==> src/rtl/lrutlb_pkg.sv <==
package lrutlb_pkg;

   localparam int PAGE_WIDTH  = 64;
   localparam int COUNT_WIDTH = 32;
   localparam int CFG_WIDTH   = 7;

   localparam logic [CFG_WIDTH-1:0]   TLB_ENTRIES_RESET = 7'd64;
   localparam logic [COUNT_WIDTH-1:0] COUNT_MAX         = 32'hFFFF_FFFF;

   typedef struct packed {
      logic capture;
      logic update;
   } ctrl_type;

endpackage

==> src/rtl/lrutlb_cell.sv <==
module lrutlb_cell #(
   parameter int IDX = 0,
   parameter int IW  = 7
) (
   input  logic                              clock,
   input  lrutlb_pkg::ctrl_type              ctrl,
   input  logic [lrutlb_pkg::PAGE_WIDTH-1:0] lookup_page,
   input  logic [IW-1:0]                     valid_limit,
   input  logic [IW-1:0]                     stop_pos,
   input  logic                              shift_in,
   input  logic [lrutlb_pkg::PAGE_WIDTH-1:0] left_page,
   output logic [lrutlb_pkg::PAGE_WIDTH-1:0] page_out,
   output logic                              match,
   output logic                              shift_out
);

   logic [lrutlb_pkg::PAGE_WIDTH-1:0] page_ff;
   logic                              match_ff;
   logic                              match_in;
   logic                              stop;

   assign match_in  = (page_ff == lookup_page) && (IW'(IDX) < valid_limit);
   assign stop      = match_ff || (stop_pos == IW'(IDX));
   assign shift_out = shift_in && !stop;
   assign page_out  = page_ff;
   assign match     = match_ff;

   always_ff @(posedge clock) begin
      if (ctrl.capture) begin
         match_ff <= match_in;
      end
      if (ctrl.update && shift_in) begin
         page_ff <= left_page;
      end
   end

endmodule

==> config.mk <==
export PLATFORM = sky130hd
export DESIGN_NAME = lrutlb_cell
export DESIGN_NICKNAME = d
export VERILOG_FILES = /design/src/rtl/lrutlb_pkg.sv /design/src/rtl/lrutlb_cell.sv
export SDC_FILE = /design/constraint.sdc
export NUM_CORES = 1
export LEC_CHECK = 0
export BUFFER_PORTS_ARGS = -buffer_cell sky130_fd_sc_hd__buf_4
export CAP_MARGIN = 0
export CORE_ASPECT_RATIO = 0.8
export CORE_MARGIN = 4
export CORE_UTILIZATION = 39
export CTS_CLUSTER_DIAMETER = 30
export DETAILED_ROUTE_END_ITERATION = 10
export PLACE_DENSITY = 0.79
export SETUP_SLACK_MARGIN = 0.4
export SYNTH_ARGS = -nofsm -noshare
export SYNTH_HDL_FRONTEND = slang
export SYNTH_SLANG_ARGS = --single-unit
==> constraint.sdc <==
create_clock -name clock -period 2.73 [get_ports clock]
set_input_delay 0.273 -clock clock [delete_from_list [all_inputs] [get_ports clock]]
set_output_delay 0.273 -clock clock [all_outputs]
set_load 0.1 [all_outputs]
Word level (Yosys, flattened, before mapping)
Index checks and enable logic that the tools add are counted.
{"block": "classes", "reduce_logical": 6, "add_sub_neg": 0, "div": 0, "mul": 0, "n_eq_ne": 1, "n_bitwise": 0, "magnitude_cmp": 1, "shift": 0, "n_mux": 0}
{"operator": "equality test 64 bit", "n": 1}
{"operator": "zero test 7 bit", "n": 1}
{"operator": "less-than comparator 1 x 7 -> 1 bit (first input constant)", "n": 1}
{"operator": "logical AND 1 bit", "n": 3}
{"operator": "zero test 1 bit", "n": 1}
{"operator": "logical OR 1 bit", "n": 1}
{"block": "word_totals", "in_bits": 146, "word_cells": 10, "mem_count": 0, "mem_bits_ro": 0, "ram_bits": 0, "reg_bits": 65, "latchBits": 0}

Longest topological paths before layout
Gate-level depths: netlist of run 1.
{"block": "logic_depth", "ltp_word": 4, "ltp_mapped": 5, "mapped_depth_nobuf": 5}

Least setup slack after synthesis of run 1
OpenSTA, ideal clock, no wires.
{"block": "synth_timing", "kind": "reg-to-output", "startpoint": "register match_ff (netlist: match)", "endpoint": "output port shift_out", "arrival_time_ps": 3119, "slack_ps": -662, "path_stages_with_launch": 2, "path_buffers": 0, "path_cell_list": "edfxtp_1 > nor3b_1"}
{"block": "synth_between", "elab_chain_len": 3}
{"item": "start, declared", "line": "lrutlb_cell.sv:18", "rtl": "logic match_ff;"}
{"item": "start signal, assigned", "line": "lrutlb_cell.sv:30", "rtl": "match_ff <= match_in;"}
{"item": "logical OR 1 bit", "line": "lrutlb_cell.sv:23", "rtl": "assign stop = match_ff || (stop_pos == IW'(IDX));"}
{"item": "zero test 1 bit", "line": "lrutlb_cell.sv:24", "rtl": "assign shift_out = shift_in && !stop;"}
{"item": "logical AND 1 bit", "line": "lrutlb_cell.sv:24"}
{"item": "end, declared", "line": "lrutlb_cell.sv:14", "rtl": "output logic shift_out"}
Every way passes these cells.

Worst setup path after layout of run 1
{"block": "layout_timing", "startpoint": "input port stop_pos[2]", "endpoint": "output port shift_out"}
{"block": "layout_between", "elab_chain_len": 4}
{"item": "start, declared", "line": "lrutlb_cell.sv:9", "rtl": "input logic [IW-1:0] stop_pos,"}
{"item": "zero test 7 bit", "line": "lrutlb_cell.sv:23"}
{"item": "logical OR 1 bit", "line": "lrutlb_cell.sv:23"}
{"item": "zero test 1 bit", "line": "lrutlb_cell.sv:24"}
{"item": "logical AND 1 bit", "line": "lrutlb_cell.sv:24"}
Every way passes these cells.

==> results.md, run 1 <==
- Filler Cells Inserted: 477
- Largest family of logic cells by synthesized area: XOR/XNOR gates
- Post-Synth XOR/XNOR Area: 0.210
- Total Nets Final: 527
- Post-CTS Hold Fix Bufs: 0
- Setup violations, final: 0
- DIE WIDTH: 101 um
- Adder-Cell Fraction of Synth Area: 0
- CP endpoint kind: output port
- Main flop type after synthesis: edfxtp_1
- Number of synthesized flops with an enable pin: 65
- Top-count cell post-synth: edfxtp_1
- Clock slew at reported path FFs: 60 ps
- Area Overhead vs Synth: 69.1%
- Status: completed
- Iter 0 DRT Violations: 28
- Sequential fraction of the synthesis area: 0.721
- Total vias in the final route: 2151
- Syn_nets: 303
- Largest net degree at the start of global routing: 28
- Hold WS: 114 ps
- First-pass GRT wire length: 11000 um
- Layout cells sized above 1: 0.596
- Post-Route WL: 7780 um
- Worst Path Arrival: 1600 ps
- Sink Count: 65
- Initial core utilization: 0.412
- Final period utilization: 0.687
- Initial DRT Pass Iterations: 4
- Synth area leader: edfxtp_1
- Multi-input gate area: 769 sq um
- TritonCTS clock tree: done
- Avg WL per Cell: 16.6 um
- IO Pins: 212
- Post-layout util: 0.697
- Synth Cell Area: 2710 sq um
- Die area: 8350 sq um
- CTS Root Cell: clkbuf_8
- GRT Util Overall: 0.180
- Post-DP HPWL: 6480 um
- Syn_area_per_cell: 17.3 sq um
- Maximum clock rate: 533 MHz
- CTS Buf Count: 9
- Postcts setup bufs: 0
- Site Rows: 26
- Synth top area share: 0.721
- Die Span Y: 82.5 um
- Leak: 1.95 nW
- Synth warn: 0
- IO Port Bufs: 211
- H-tree Lvls: 3
- Data required, critical path: 2460 ps
- Seq cells post-synth: 65
- PD cells: 597 nW/um^2
- Initial antenna violation count: 0
- Post-synthesis compound-gate area fraction: 0.00370
- ANT nets after route: 0
- Clock Skew: 4.73 ps
- Setup TNS: 0 ps
- Grt ovf: 0
- Asr flop ratio synth: 0
- Max IR drop VDD: 347 uV
- Slew HR: 0.601
- RSZ-0062 raised after global routing: no
- FF+latch area: 1950 sq um
- Synth top area cells: edfxtp_1 72%, xor2_1 12%, xnor2_1 8.7%
- Critical path peak fanout: 1
- Post-Synth Simple-Gate Area: 0.0661
- Synth cell count leaders: 65 x edfxtp_1, 36 x xor2_1, 27 x xnor2_1, 11 x nor4_1, 9 x nand4_1
- Startpoint types: input pin
- Core area: 6570 sq um
- Max_cap viols: 0
- Clock latency on the worst-skew pair: 330 ps
- Kind of critical path: input pin to output port
- Routability cong.: 0.738
- Fin. max-slew vios: 0
- Period minus WS final: 1880 ps
- Endpoints failing hold: 0
- Clk buf depth: 2
- Vias/cell: 4.58
- Ant. Diodes: 0
- Post-Syn Instances: 157
- Slew @ Worst Pin: 598 ps
- Cts repair resizes: 0
- Vias in the first global route: 2242
- Distinct cells, synth: 14
- Mux share of post-synthesis cell area: 0
- Hold WC Path Type: input pin to register
- Residual DRC: 0
## flip-flops by register name, indices dropped and copies added (netlist names)
| signal | cells |
|---|---|
| match | 1 |
| page_out | 64 |
## layout by cell type (no fill, tap or decap), types with 2 or more instances in the layout
master / netlist / routed
nor4_1: 11 / 11
edfxtp_1: 65 / 65
clkbuf_8: 0 / 9
xor2_1: 36 / 36
xnor2_1: 27 / 27
clkinv_1: 0 / 2
nand4_1: 9 / 9
clkinv_2: 0 / 3
buf_4: 0 / 213
clkbuf_1: 0 / 2
## per-stage QoR
stage                     cells  power (mW)  cell area (sq um)  setup slack (ps)
after floorplan             157        1.81               2720               522
after global placement      454        2.10               4430               895
after detailed placement    454        2.11               4430               834
after CTS                   470        2.76               4580               826
after global routing        470        2.85               4580               780
final                       470        2.73               4580               854
## critical path: stages
cell and delay, ps:
buf_4 100, or4_1 510, nor4_1 390, nor3b_4 70, buf_4 250
## report_power, final
part           switching (mW)  internal, mW
combinational           0.589         0.271
clock                   0.332         0.319
sequential             0.0463          1.18
total                   0.967          1.77
## cell families after synthesis
kind of cell,Yosys count
DFF,65
xor gates and xnor gates,64
AOI/OAI and AO/OA,1
and+or+nand+nor,27
## metal layers
| metal | GRT usage | vias up | wire length (um) |
|---|---|---|---|
| li1 | - | 1038 | - |
| met1 | 0.181 | 981 | 2550 |
| met2 | 0.334 | 122 | 4260 |
| met3 | 0.0856 | 10 | 859 |
| met4 | 0.0505 | 0 | 116 |
| met5 | 0 | - | 0 |
## area by class of cell
| class | instances | share of cell area |
|---|---|---|
| well taps | 84 | 0.0230 |
| clock inverters | 5 | 0.00492 |
| flip-flops and latches | 65 | 0.426 |
| repair buffers | 213 | 0.349 |
| clock buffers | 11 | 0.0287 |
| multi-input cells | 92 | 0.168 |
## worst paths after layout
kind / startpoint / endpoint / slack [ps] / depth (start not counted)
setup / recovery: stop_pos[2] / shift_out / 850 / 5
hold / removal: left_page[63] / page_out[63] / 110 / 1
setup reg to reg: page_out[11] / match / 1060 / 5
hold reg to reg: page_out[28] / match / 860 / 5
No activity file was read; power rests on OpenSTA's default activity.
==> inputs of run 2 (changes only) <==
CORE_UTILIZATION = 36   (was 39)
PLACE_DENSITY = 0.77   (was 0.79)
clock period = 1.7 ns   (was 2.73 ns; I/O delays follow)
==> results.md, run 2 (synthesis results as in run 1) <==
- Status: completed
- Period minus WS final: 1600 ps
- Final period utilization: 0.942
- Initial DRT Pass Iterations: 4 (unchanged)
- Reg2reg setup slack: 100 ps (-960 ps)
- Clock share of power: 0.283 (+0.045)
- Worst Setup SP: page_out[60]
- Leak: 2.29 nW (+17%)
- Post-Route WL: 9360 um (+20%)
- Critical R2R Launch: page_out[60]
- Core area: 7090 sq um (+8.0%)
- Clock latency on the worst-skew pair: 330 ps (about the same)
- Filler Cells Inserted: 453 (-5.0%)
- Maximum clock rate: 625 MHz
- H-tree Lvls: 3 (unchanged)
- Die area: 8990 sq um (+7.6%)
- Clock Skew: 4.30 ps (-0.429 ps)
- Internal power: 3.27 mW (+85%)
- Grt ovf: 0 (unchanged)
- Net Sw Power: 1.65 mW (+71%)
- R2R depth: 5 (unchanged)
- Switching power share of the total: 0.336 (-0.0183)
- Hold Crit Depth: 1 (unchanged)
- DIE WIDTH: 105 um (+3.8%)
- Vias in the first global route: 2690 (+20%)
- Most frequent cells in the layout: 209 x buf_4, 65 x edfxtp_1, 63 x dlygate4sd3_1
- Layout cells sized above 1: 0.536 (-0.0594)
- Total Nets Final: 594 (+13%)
- Setup TNS: 0 ps (unchanged)
- Setup violations, final: 0 (unchanged)
- Largest net degree at the start of global routing: 65 (+130%)
- CTS Root Cell: clkbuf_8
- Max reg flops: 64 (unchanged)
- Slew HR: 0.677 (+0.0754)
- GRT Util Overall: 0.205 (+0.0249)
- CTS Buf Count: 9 (unchanged)
- Clock slew at reported path FFs: 70 ps (about the same)
- Max_cap viols: 0 (unchanged)
- IO Pins: 212 (unchanged)
- Critical path peak fanout: 2 (+1)
- Fin. max-slew vios: 0 (unchanged)
- First-pass GRT wire length: 14100 um (+28%)
- Vias/cell: 4.61 (+0.63%)
- Residual DRC: 0 (unchanged)
- Total vias in the final route: 2487 (+16%)
- Max IR drop VDD: 839 uV (+140%)
- Leading cell type in the layout, fill and taps excluded: buf_4
- TritonCTS clock tree: done
- R2r endpoint: match
- Data required, critical path: 1870 ps (-590 ps)
- Iter 0 DRT Violations: 41 (+46%)
- IO Port Bufs: 211 (unchanged)
- Post-layout util: 0.763 (+0.0663)
- Post-DP HPWL: 6700 um (+3.4%)
- Ant. Diodes: 0 (unchanged)
- Initial core utilization: 0.382 (-0.0304)
- Initial antenna violation count: 0 (unchanged)
- Clk buf depth: 2 (unchanged)
- ANT nets after route: 0 (unchanged)
- Die Span Y: 85.6 um (+3.7%)
- Sink Count: 65 (unchanged)
- Kind of critical path: register to register
- Endpoints failing hold: 0 (unchanged)
- CP endpoint kind: register
- Slew @ Worst Pin: 481 ps (-118 ps)
- Worst hold start: left_page[10]
- Area Overhead vs Synth: 99.9%
- Startpoint types: register
- Hold WC Path Type: input pin to register
- Worst hold path endpoint: page_out[10]
- RSZ-0062 raised after global routing: yes
- Avg WL per Cell: 17.3 um (+4.8%)
- Sequential Power Share: 0.400 (-0.047)
- Routability cong.: 0.785 (+6.3%)
- Worst Path Arrival: 1770 ps (+170 ps)
- Site Rows: 27 (+3.8%)
- Comb pwr share: 0.317 (+0.003)
- PD cells: 909 nW/um^2 (+52%)
run 2: worst max-delay path by stage:
stage,to,cells past startpoint
after floorplan,shift_out,1
after CTS,match,5
after detailed placement,match,5
final,match,5
after global routing,match,5
after global placement,match,5
run 2: final cells by class:
type / instances / area, sq um / area share
multi-input combinational: 92 / 822 / 0.152
sequential: 65 / 1950 / 0.361
clock buffer: 11 / 131 / 0.0243
timing repair buffer: 280 / 2320 / 0.428
clock inverter: 5 / 80.1 / 0.0148
tap: 87 / 109 / 0.0201
run 2: critical path, stage by stage, from the launching register on:
cell       delay [ps]
edfxtp_1          450
xnor2_2           170
nand4_1           130
a2111oi_2         360
nand3_1           150
nor3_2            180
run 2: power groups by stage:
| stage | Combinational (mW) | Sequential, mW | Clock [mW] |
|---|---|---|---|
| 6_report | 1.56 | 1.97 | 1.39 |
| 5_1_grt | 1.62 | 1.98 | 1.52 |
| 4_1_cts | 1.53 | 1.96 | 1.44 |
| 3_5_place_dp | 1.40 | 2.00 | 0 |
| 3_3_place_gp | 1.39 | 1.99 | 0 |
| 2_1_floorplan | 0.175 | 2.74 | 0 |
run 2: through the flow:
step                      power, mW  hold slack [ps]  cell area, sq um  cells  setup slack [ps]
after CTS                      4.94            0.300              5320    537              66.1
after global routing           5.12            0.941              5410    540             -7.60
after floorplan                2.91              269              2730    157              -236
after global placement         3.38              348              4460    458              54.1
final                          4.92             30.8              5410    540              99.1
after detailed placement       3.40              349              4460    458             -48.7
run 2: timing repair:
action,4_1_cts,5_1_grt
hold endpoints to repair,61,2
gates resized for setup,5,14
buffers inserted,2,1
pin swaps,4,5
hold buffers,61,2
endpoints found under the setup margin,2,4
run 2: metal layers:
metal  global-route usage  part of all wire  vias to the layer above  routed length, um
li1                     -                 -                     1174                  -
met1                0.203              0.34                     1163               3230
met2                0.386              0.55                      134               5110
met3               0.0865             0.089                       16                834
met4               0.0703             0.020                        0                189
met5                    0                 0                        -                  0
==> inputs of run 3 (changes only) <==
CORE_UTILIZATION = 39   (was 36)
PLACE_DENSITY = 0.79   (was 0.77)
clock period = 1.58 ns   (was 1.7 ns; I/O delays follow)
==> results.md, run 3 (synthesis results as in run 1) <==
- Status: complete, but fails checks
- Failing checks: negative setup slack
- Startpoint types: register
- Initial DRT Pass Iterations: 4 (unchanged)
- Clock Skew: 6.75 ps (+2.45 ps)
- CTS Root Cell: clkbuf_8
- TritonCTS clock tree: done
- Setup violations, final: 1 (+1)
- CTS Buf Count: 9 (unchanged)
- Data required, critical path: 1770 ps (-100 ps)
- Worst hold start: ctrl[1]
- Clock latency on the worst-skew pair: 340 ps (about the same)
- Leading cell type in the layout, fill and taps excluded: buf_4
- RSZ-0062 raised after global routing: yes
- Layout cells sized above 1: 0.529 (-0.00766)
- Period minus WS final: 1760 ps (+155 ps)
- Maximum clock rate: 570 MHz (-8.8%)
- Initial core utilization: 0.412 (+0.0304)
- ANT nets after route: 0 (unchanged)
- H-tree Lvls: 3 (unchanged)
- Kind of critical path: register to register
- CP endpoint kind: register
- Most frequent cells in the layout: 145 x buf_4, 65 x edfxtp_1, 64 x dlygate4sd3_1
- R2R depth: 5 (unchanged)
- Non-Filler Instances: 536 (-0.74%)
- Vias in the first global route: 2844 (+5.7%)
- Critical R2R Launch: page_out[41]
- Placed inst area: 4470 sq um (+0.37%)
- Initial antenna violation count: 0 (unchanged)
- Slew HR: 0.708 (+0.0310)
- Total vias in the final route: 2592 (+4.2%)
- Residual DRC: 0 (unchanged)
- Core area: 6570 sq um (-7.4%)
- Critical path peak fanout: 2 (unchanged)
- Fin. max-slew vios: 0 (unchanged)
- Filler Cells Inserted: 290 (-36%)
- GRT Util Overall: 0.234 (+0.0287)
- Grt ovf: 0 (unchanged)
- Post-DP HPWL: 6690 um (about the same)
- Post-Place Setup Slack: -90.8 ps (-42.1 ps)
- Leak: 2.42 nW (+5.4%)
- Max IR drop VDD: 861 uV (+2.7%)
- Max reg flops: 64 (unchanged)
- Avg WL per Cell: 20.5 um (+18%)
- DIE WIDTH: 101 um (-3.6%)
- Final instance area: 5750 sq um (+6.3%)
- Endpoints failing hold: 0 (unchanged)
- Slew @ Worst Pin: 435 ps (-46.1 ps)
- Area Overhead vs Synth: 112%
- Hold Crit Depth: 1 (unchanged)
- Vias/cell: 4.84 (+5.0%)
- Final setup margin: -176 ps (-275 ps)
- Largest net degree at the start of global routing: 30 (-54%)
- IO Pins: 212 (unchanged)
- Ant. Diodes: 0 (unchanged)
- Die Span Y: 82.5 um (-3.6%)
- Die area: 8350 sq um (-7.1%)
- R2r endpoint: match
- Clock slew at reported path FFs: 70 ps (about the same)
- Iter 0 DRT Violations: 64 (+56%)
- IO Port Bufs: 211 (unchanged)
- Clk buf depth: 2 (unchanged)
- Site Rows: 26 (-3.7%)
- Sink Count: 65 (unchanged)
- Routability cong.: 0.734 (-6.5%)
- Final period utilization: 1.11 (+0.170)
- Max_cap viols: 0 (unchanged)
- Worst Path Arrival: 1940 ps (+170 ps)
- Hold WC Path Type: input pin to register
- First-pass GRT wire length: 14200 um (+0.73%)
- Placed cells: 456 (-0.44%)
- Hold WS: 24.7 ps (-6.06 ps)
- Reg2reg setup slack: -180 ps (-270 ps)
- Worst hold path endpoint: match
- Post-Route WL: 11000 um (+17%)
- PD cells: 919 nW/um^2 (+1.1%)
- Total Nets Final: 594 (unchanged)
run 3: changes by cell type in the layout (fill, tap and decap cells not counted), moves of 2 or more:
| cell | before | now |
|---|---|---|
| buf_12 | 3 | 19 |
| buf_4 | 209 | 145 |
| buf_6 | 4 | 49 |
| buf_8 | 1 | 3 |
| clkinv_1 | 0 | 2 |
| clkinvlp_4 | 2 | 0 |
run 3: per-stage QoR:
| stage | power [mW] | util | setup TNS (ps) |
|---|---|---|---|
| after floorplan | 3.13 | - | -695 |
| after global placement | 3.64 | 0.681 | -29.5 |
| after detailed placement | 3.66 | 0.681 | -90.8 |
| after CTS | 5.14 | 0.832 | -46.5 |
| after global routing | 5.46 | 0.876 | -333 |
| final | 5.29 | 0.876 | -176 |
run 3: worst max-delay path by stage:
stage,end,slack [ps],depth (start not counted),start
floorplan,match,-350,5,page_out[43]
global placement,match,-30,6,page_out[49]
detailed placement,match,-90,6,page_out[62]
CTS,match,-50,6,page_out[62]
global route,match,-330,6,page_out[49]
finish,match,-180,5,page_out[41]
run 3: per-layer routing:
layer	vias to the layer above	part of all wire	global-route usage
met4	0	0.026	0.0916
met5	-	0	0
met2	161	0.55	0.441
li1	1172	-	-
met3	24	0.10	0.107
met1	1235	0.32	0.220
run 3: where the power goes:
| part | leakage, nW | total [mW] | internal, mW | switching (mW) |
|---|---|---|---|---|
| sequential | 0.610 | 2.16 | 2.03 | 0.121 |
| combinational | 1.71 | 1.81 | 0.714 | 1.10 |
| clock | 0.0910 | 1.32 | 0.705 | 0.615 |
| total | 2.42 | 5.29 | 3.45 | 1.84 |
run 3: final cells by class:
type / count / area, sq um / share of cell area
tap: 84 / 105 / 0.0183
clock inverter: 5 / 47.5 / 0.00826
multi-input combinational: 92 / 816 / 0.142
timing repair buffer: 280 / 2710 / 0.470
sequential: 65 / 1950 / 0.339
clock buffer: 10 / 128 / 0.0222
run 3: timing repair:
action / CTS / global route
hold buffers: 64 / 0
buffers inserted: 0 / 1
resized for setup: 46 / 66
setup endpoints to repair: 38 / 48
hold endpoints to repair: 64 / 0
gates cloned: 0 / 0
pin swaps: 0 / 1
run 3: worst max-delay path, cell delays in order, from the launching register on:
cell       delay (ps)
edfxtp_1          450
xnor2_1           270
nand4_1           180
a2111oi_2         410
nand3_1           180
nor3_2            130
